## src/hdl/kss_pkg.sv

```systemverilog
// ----------------------------------------------------------------------------
// kss_pkg
// Shared constants, codes and control types of the keyframe sprite sequencer.
// ----------------------------------------------------------------------------
package kss_pkg;

  localparam int MAX_FRAMES  = 64;
  localparam int COORD_BITS  = 12;
  localparam int ADDR_W      = $clog2(MAX_FRAMES);
  localparam int COUNT_W     = $clog2(MAX_FRAMES + 1);
  localparam int TIME_W      = 32;
  localparam int DELTA_W     = 20;
  localparam int SPEED_W     = 16;
  localparam int RECT_W      = 4 * COORD_BITS;
  localparam int INDEX_W     = 6;
  localparam int PROD_W      = DELTA_W + 1 + SPEED_W;
  localparam int STEP_SHIFT  = 8;
  localparam int SUM_W       = TIME_W + 2;
  localparam int DIV_STEPS   = SUM_W;
  localparam int DCNT_W      = $clog2(DIV_STEPS + 1);
  localparam int CFG_IDX_W   = 2;
  localparam int CFG_DATA_W  = 16;

  localparam logic CMD_TICK = 1'b0;
  localparam logic CMD_LOAD = 1'b1;

  typedef enum logic [CFG_IDX_W-1:0] {
    REG_SPEED  = 2'd0,
    REG_LOOP   = 2'd1,
    REG_PAUSE  = 2'd2,
    REG_FCOUNT = 2'd3
  } cfg_reg_t;

  typedef enum logic [3:0] {
    S_IDLE,
    S_MUL,
    S_SUM,
    S_FOLD,
    S_DIV,
    S_FIXUP,
    S_SCAN,
    S_RECT,
    S_OUT
  } state_t;

  typedef struct packed {
    logic accept_tick;
    logic accept_load;
    logic mul;
    logic sum;
    logic fold;
    logic div_step;
    logic fixup;
    logic scan_start;
    logic scan_step;
    logic load_out;
  } ctrl_cmd_t;

  typedef struct packed {
    logic count_zero;
    logic paused;
    logic need_div;
    logic div_last;
    logic scan_hit;
    logic out_free;
  } ctrl_stat_t;

endpackage

```

## src/hdl/kss_ctrl.sv

```systemverilog
// ----------------------------------------------------------------------------
// kss_ctrl
// Sequencing state machine: steps one item through multiply, range fold,
// remainder, frame scan, rectangle read and output load.
// ----------------------------------------------------------------------------
module kss_ctrl (
  input  logic                   clk,
  input  logic                   rst,
  input  logic                   in_valid,
  input  logic                   command,
  output logic                   in_stall,
  input  kss_pkg::ctrl_stat_t    stat,
  output kss_pkg::ctrl_cmd_t     cmd
);

  kss_pkg::state_t state;
  kss_pkg::state_t state_next;
  logic            accept;

  assign accept = in_valid && !in_stall;

  always_ff @(posedge clk) begin
    if (rst) begin
      state <= kss_pkg::S_IDLE;
    end else begin
      state <= state_next;
    end
  end

  always_comb begin
    state_next = state;
    cmd        = '0;
    in_stall   = (state != kss_pkg::S_IDLE);
    case (state)
      kss_pkg::S_IDLE: begin
        if (accept) begin
          if (command == kss_pkg::CMD_LOAD) begin
            cmd.accept_load = 1'b1;
          end else begin
            cmd.accept_tick = 1'b1;
            // no entries in use: the tick is dropped
            if (stat.count_zero) begin
              state_next = kss_pkg::S_IDLE;
            end else if (stat.paused) begin
              state_next = kss_pkg::S_RECT;
            end else begin
              state_next = kss_pkg::S_MUL;
            end
          end
        end
      end
      kss_pkg::S_MUL: begin
        cmd.mul    = 1'b1;
        state_next = kss_pkg::S_SUM;
      end
      kss_pkg::S_SUM: begin
        cmd.sum    = 1'b1;
        state_next = kss_pkg::S_FOLD;
      end
      kss_pkg::S_FOLD: begin
        cmd.fold = 1'b1;
        if (stat.need_div) begin
          state_next = kss_pkg::S_DIV;
        end else begin
          cmd.scan_start = 1'b1;
          state_next     = kss_pkg::S_SCAN;
        end
      end
      kss_pkg::S_DIV: begin
        cmd.div_step = 1'b1;
        if (stat.div_last) begin
          state_next = kss_pkg::S_FIXUP;
        end
      end
      kss_pkg::S_FIXUP: begin
        cmd.fixup      = 1'b1;
        cmd.scan_start = 1'b1;
        state_next     = kss_pkg::S_SCAN;
      end
      kss_pkg::S_SCAN: begin
        cmd.scan_step = 1'b1;
        if (stat.scan_hit) begin
          state_next = kss_pkg::S_RECT;
        end
      end
      kss_pkg::S_RECT: begin
        state_next = kss_pkg::S_OUT;
      end
      kss_pkg::S_OUT: begin
        // hold until the output register is free
        if (stat.out_free) begin
          cmd.load_out = 1'b1;
          state_next   = kss_pkg::S_IDLE;
        end
      end
      default: begin
        state_next = kss_pkg::S_IDLE;
      end
    endcase
  end

endmodule

```

## config.mk

```make
export PLATFORM = sky130hd
export DESIGN_NAME = kss_ctrl
export DESIGN_NICKNAME = d
export VERILOG_FILES = /design/src/hdl/kss_pkg.sv /design/src/hdl/kss_ctrl.sv
export SDC_FILE = /design/constraint.sdc
export NUM_CORES = 1
export LEC_CHECK = 0
export BUFFER_PORTS_ARGS = -buffer_cell sky130_fd_sc_hd__buf_2
export CORE_AREA = 4 4 41 43
export CTS_BUF_LIST = sky130_fd_sc_hd__clkbuf_4 sky130_fd_sc_hd__clkbuf_8 sky130_fd_sc_hd__clkbuf_16
export CTS_CLUSTER_SIZE = 25
export DETAILED_ROUTE_END_ITERATION = 10
export DIE_AREA = 0 0 45 47
export GPL_ROUTABILITY_DRIVEN = 0
export GPL_TIMING_DRIVEN = 0
export SYNTH_ARGS = -nofsm -noshare
export SYNTH_HDL_FRONTEND = slang
export SYNTH_SLANG_ARGS = --single-unit
export TNS_END_PERCENT = 20
```

## constraint.sdc

```tcl
create_clock -name clk -period 1.3 [get_ports clk]
set_input_delay 0.13 -clock clk [delete_from_list [all_inputs] [get_ports clk]]
set_output_delay 0.13 -clock clk [all_outputs]
set_load 0.05 [all_outputs]
```

==> reports/qor.txt, run 1 <==
Post-route setup slack: -0.293 ns
WL final: 1.12 mm
# port buffers: 20
CP Data Required Time: 1.17 ns
Stages on worst setup path: 4
Top cells by area, synth: dfxtp_1 20%, buf_6 11%, nor3_1 7.6%
P per Cell Area: 1060 nW/um^2
Final period util: 123%
H-tree levels: 1
Maximum vdd drop: 0.369 mV
Bufs and invs on worst path: 2
R2r startpoint: state[2]
F_max: 628 MHz
Crit path launch: state[2]
Synthesis warning total: 0
Yosys top cell by area: dfxtp_1
Crit-path max cell delay: 0.53 ns
Hold path start: stat[1]
Unrepaired setup endpoints after global routing: yes
CP endpoint kind: primary output
DR WL/cell: 12.4 um
Mapped Nets: 61
First-pass GRT wire length: 1.90 mm
Placeable Area: 1300 um^2
Worst hold path type: input port to register
Rel. slew slack: 75.1%
Root buf cell: clkbuf_4
Multiplexer share of the synthesized area: 5.06%
Reg clk slew, reported paths: 0.04 ns
Number of synthesized flops with an enable pin: 0
Synth Area in Compound Gates: 19.0%
CTS tree: yes
Layout cells sized above 1: 58.7%
XOR/XNOR Fraction of Synth Area: 0%
Largest net degree at the start of global routing: 11
Min cycle time layout: 1.59 ns
Top-count cell post-synth: nor2_1
Asr flop ratio synth: 0%
Vias: 467
Clk_skew: 0.000518 ns
Adder-cell share of the synthesized area: 0%
Mapped Cells: 51
Die Area: 2120 um^2
Die width: 45 um
Critical path type: register to primary output
Worst-path cell with the longest stage delay: or4_4
CTS Buf Count: 3
GRT Resource Usage Total: 12.4%
Clock Latency Late Sink: 0.23 ns
Nets@finish: 87
Failing checks: negative setup slack
Antenna cells: 0
Final hold slack: 0.177 ns
Max-cap violations: 0
Status: complete, but fails checks
Initial core utilization: 30.4%
Drt drc: 0
Leak Pwr: 0.000295 uW
Synth Register Bits: 4
Filler instances: 140
Critical Path AT: 1.46 ns
CP Cell Sequence: buf_6, or4_4, nor2_4, buf_6
Max FFs per register: 4
Worst hold path depth: 3
Distinct cells, synth: 26
Largest family of logic cells by synthesized area: simple AND/OR/NAND/NOR gates
Clock tree buffer depth: 2
CP Launch Type: register
Vias in the first global route: 446
Worst-Margin Slew: 0.372 ns
Die Span Y: 47 um
Register area share after synthesis: 20.3%
Routed vias/inst: 5.19
Simple-gate area share of the yosys netlist: 42.4%
TNS Setup: -1.75 ns
Initial antenna violation count: 0
CP Max Fanout: 10
Final Slew Violations: 0
Final Hold Viols: 0
Post-detail-place hpwl: 844 um
FP Rows: 13
Family with the most delay on the worst path: simple AND/OR/NAND/NOR gates
Area grow syn2layout: 63.0%
Biggest register: state
CTS sink cnt: 4
Cell mode on critical path: buf_6
Post-synth top cells: 7 x nor2_1, 6 x nor3_1, 4 x buf_6, 4 x dfxtp_1, 3 x nand2_1
Total I/O pin count: 21
1st-iter DRT viols: 5
Largest registers: state (4)
R2R cell count: 6
Area share of the largest cell type after synthesis: 20.3%
Grt ovf: 0
Final setup fails: 13
Mean post-synth cell area: 7.75 um^2
Primary FF master, synth: dfxtp_1
Routed Antenna Nets: 0
Synth Cell Area: 395 um^2
TritonRoute pass-1 iters: 4
[cells in the final DEF, fill, tap and decap left out, types with 2 or more instances in the layout]
| master | instances |
|---|---|
| buf_6 | 12 |
| buf_2 | 10 |
| dfxtp_1 | 4 |
| nor2_1 | 3 |
| nor3_2 | 3 |
| nor3_1 | 3 |
| clkbuf_4 | 3 |
| buf_4 | 3 |
| inv_1 | 2 |
| nor2_2 | 2 |
| nand2_1 | 2 |
| nor2_4 | 2 |
| o21a_1 | 2 |
| nand3_1 | 2 |
| mux2i_1 | 2 |
| a21oi_1 | 2 |
[power breakdown]
group | internal, uW | switching [uW]
clock network | 103 | 50.3
logic | 150 | 237
registers | 134 | 7.98
total | 387 | 295
[final cells by class]
| type | instances | area [um^2] | share of cell area, % |
|---|---|---|---|
| tap | 15 | 18.8 | 2.91 |
| timing repair buffer | 21 | 163 | 25.2 |
| buffer | 4 | 45.0 | 6.99 |
| clock buffer | 3 | 22.5 | 3.50 |
| sequential | 4 | 80.1 | 12.4 |
| multi-input combinational | 41 | 308 | 47.8 |
| inverter | 2 | 7.51 | 1.17 |
[path summary, 6_finish.rpt]
| check | end | slack [ns] |
|---|---|---|
| setup / recovery | cmd[9] | -0.29 |
| hold / removal | state[1] | 0.18 |
| setup reg to reg | state[3] | -0.13 |
| hold reg to reg | state[1] | 0.63 |
[cell families (layout without fill, tap and decap cells)]
group                  count (synthesis)  after routing
muxes                                  2              2
and+or+nand+nor                       29             29
DFF                                    4              4
AOI/OAI and AO/OA                     10             10
buffers and inverters                  6             30
[what timing repair did]
action | CTS | global route
pin swaps | 1 | 0
buffers inserted | 1 | 0
cloned | 0 | 0
endpoints found under the setup margin | 13 | 14
gates resized for setup | 21 | 1
hold buffers | 0 | 0
[tightest hold or removal path: stages]
cell and delay [ns]:
buf_2 0.09, or4_1 0.09, o21ai_1 0.05
[per-stage QoR]
stage	power [uW]	instances	instance area, um^2	util (%)	worst slack [ns]
2_1_floorplan	416	51	428	-	-0.192
3_3_place_gp	480	86	547	42.0	-0.143
3_5_place_dp	486	86	547	42.0	-0.160
4_1_cts	693	90	642	49.3	-0.310
5_1_grt	733	90	644	49.5	-0.343
6_report	682	90	644	49.5	-0.293
[metal layers]
metal	wire length, um	vias up	track usage (%)
met5	0	-	0
met4	0	0	3.51
met3	107	0	4.60
met2	552	19	21.2
met1	459	218	14.5
li1	-	230	-
Power figures use the tool's default switching activity.
==> run 2: changes to the inputs <==
--- a/config.mk
+++ b/config.mk
@@ -6,13 +6,16 @@
 export NUM_CORES = 1
 export LEC_CHECK = 0
 export BUFFER_PORTS_ARGS = -buffer_cell sky130_fd_sc_hd__buf_2
-export CORE_AREA = 4 4 41 43
+export CELL_PAD_IN_SITES_DETAIL_PLACEMENT = 1
+export CELL_PAD_IN_SITES_GLOBAL_PLACEMENT = 1
+export CORE_MARGIN = 4
+export CORE_UTILIZATION = 25
 export CTS_BUF_LIST = sky130_fd_sc_hd__clkbuf_4 sky130_fd_sc_hd__clkbuf_8 sky130_fd_sc_hd__clkbuf_16
 export CTS_CLUSTER_SIZE = 25
 export DETAILED_ROUTE_END_ITERATION = 10
-export DIE_AREA = 0 0 45 47
 export GPL_ROUTABILITY_DRIVEN = 0
 export GPL_TIMING_DRIVEN = 0
+export PLACE_DENSITY_LB_ADDON = 0.1
 export SYNTH_ARGS = -nofsm -noshare
 export SYNTH_HDL_FRONTEND = slang
 export SYNTH_SLANG_ARGS = --single-unit
==> reports/qor.txt, run 2 (same netlist as run 1, synthesis figures left out) <==
Crit path launch: state[2]
Area grow syn2layout: 66.8%
Hold path start: stat[1]
Worst hold path type: input port to register
H-tree levels: 1 (unchanged)
Final Slew Violations: 0 (unchanged)
Routed vias/inst: 4.84 (-6.8%)
TritonRoute pass-1 iters: 2 (-2)
Initial core utilization: 26.2% (-4.1 points)
Reg clk slew, reported paths: 0.04 ns (about the same)
Vias in the first global route: 476 (+6.7%)
First-pass GRT wire length: 1.89 mm (-0.37%)
Antenna cells: 0 (unchanged)
Root buf cell: clkbuf_4
CP endpoint kind: primary output
Max FFs per register: 4 (unchanged)
Die Area: 2280 um^2 (+7.9%)
CTS tree: yes
Maximum vdd drop: 0.367 mV (-0.67%)
Vias: 440 (-5.8%)
Rel. slew slack: 75.9% (+0.78 points)
CP Data Required Time: 1.17 ns (about the same)
Drt drc: 0 (unchanged)
Psw: 302 uW (+2.2%)
Critical path type: register to primary output
CTS Hold Bufs: 0 (unchanged)
Clk_skew: 0.00360 ns (+0.00309 ns)
Seq pwr share: 20.6% (-0.2 points)
Unrepaired setup endpoints after global routing: yes
Final Hold Viols: 0 (unchanged)
Post-detail-place hpwl: 866 um (+2.6%)
WL final: 1.22 mm (+9.2%)
CTS Buf Count: 3 (unchanged)
R2r startpoint: state[2]
CP Launch Type: register
Sw Ratio: 43.3% (about the same)
P per Cell Area: 1060 nW/um^2 (-0.15%)
Max-cap violations: 0 (unchanged)
Placeable Area: 1510 um^2 (+16%)
Die width: 47.8 um (+6.2%)
Final hold slack: 0.180 ns (+0.00275 ns)
Clock tree buffer depth: 2 (unchanged)
FP Rows: 14 (+1)
Critical Path AT: 1.46 ns (about the same)
Grt ovf: 0 (unchanged)
Design area: 659 um^2 (+2.3%)
1st-iter DRT viols: 1 (-4)
Initial antenna violation count: 0 (unchanged)
Combinational power share: 57.1% (+0.4 points)
Largest net degree at the start of global routing: 11 (unchanged)
Leak Pwr: 0.000299 uW (+1.3%)
Final setup fails: 12 (-1)
Failing checks: negative setup slack
Largest registers: state (4)
CP Max Fanout: 10 (unchanged)
Clk pwr share: 22.3% (-0.2 points)
Total placed instance area: 548 um^2 (+0.23%)
Min cycle time layout: 1.59 ns (-0.00166 ns)
Worst R2R Setup Slack: -0.14 ns (about the same)
Status: complete, but fails checks
Worst-Margin Slew: 0.359 ns (-0.0123 ns)
Routed Antenna Nets: 0 (unchanged)
Die Span Y: 47.8 um (+1.6%)
# port buffers: 20 (unchanged)
Final period util: 122% (-0.13 points)
Filler instances: 184 (+31%)
DR WL/cell: 13.4 um (+8.0%)
Internal: 395 uW (+2.1%)
TNS Setup: -1.80 ns (-0.0592 ns)
Most frequent cells in the layout: 10 x buf_6, 10 x buf_2
CTS sink cnt: 4 (unchanged)
Clock Latency Late Sink: 0.24 ns (about the same)
GRT Resource Usage Total: 11.9% (-0.52 points)
Total I/O pin count: 21 (unchanged)
Nets@finish: 87 (unchanged)
Layout cells sized above 1: 61.3% (+2.7 points)
Biggest register: state
F_max: 628 MHz (+0.10%)
Post-route setup slack: -0.292 ns (+0.00166 ns)
run 2: cell counts in the layout (fill, tap and decap cells not counted):
Identical to the previous run, type by type.
run 2: layout make-up:
class                           instances  area [um^2]  share of cell area [%]
Buffer                                  4         45.0                    6.83
Inverter                                2         7.51                    1.14
Timing Repair Buffer                   21          170                    25.8
Tap cell                               16         20.0                    3.04
Sequential cell                         4         81.3                    12.3
Multi-Input combinational cell         41          313                    47.4
Clock buffer                            3         22.5                    3.42
run 2: power groups by stage:
stage                     sequential (uW)  combinational, uW  clock [uW]
after floorplan                       143                273           0
after global placement                144                343           0
after detailed placement              145                340           0
after CTS                             143                390         162
after global routing                  145                428         162
final                                 144                398         156
run 2: worst paths after layout:
check | end | cells after the start
worst max-delay path | cmd[9] | 4
worst min register to register | state[0] | 2
worst max register to register | state[3] | 6
worst min-delay path | state[1] | 3
run 2: metal layers:
metal,vias up,track usage [%],share of wire [%]
met1,194,14.0,42
li1,230,-,-
met4,0,8.06,0
met5,-,0,0
met2,16,20.3,51
met3,0,0.752,6.5
run 2: critical path, cell delays in order (launching register included):
cell     delay [ns]
dfxtp_1        0.30
buf_6          0.13
or4_4          0.53
nor2_4         0.11
buf_8          0.15
run 2: stage by stage:
step | power, uW | worst slack [ns] | std cells | utilization, %
after global placement | 487 | -0.154 | 87 | 36.4
after CTS | 694 | -0.303 | 91 | 42.9
final | 697 | -0.292 | 91 | 43.8
after global routing | 735 | -0.326 | 91 | 43.8
after floorplan | 416 | -0.192 | 51 | -
after detailed placement | 485 | -0.156 | 87 | 36.4
run 2: what timing repair did:
item                       in CTS  in global routing
pin swaps                       1                  0
setup buffers                   1                  0
setup endpoints to repair      13                 14
resized for setup              22                  4
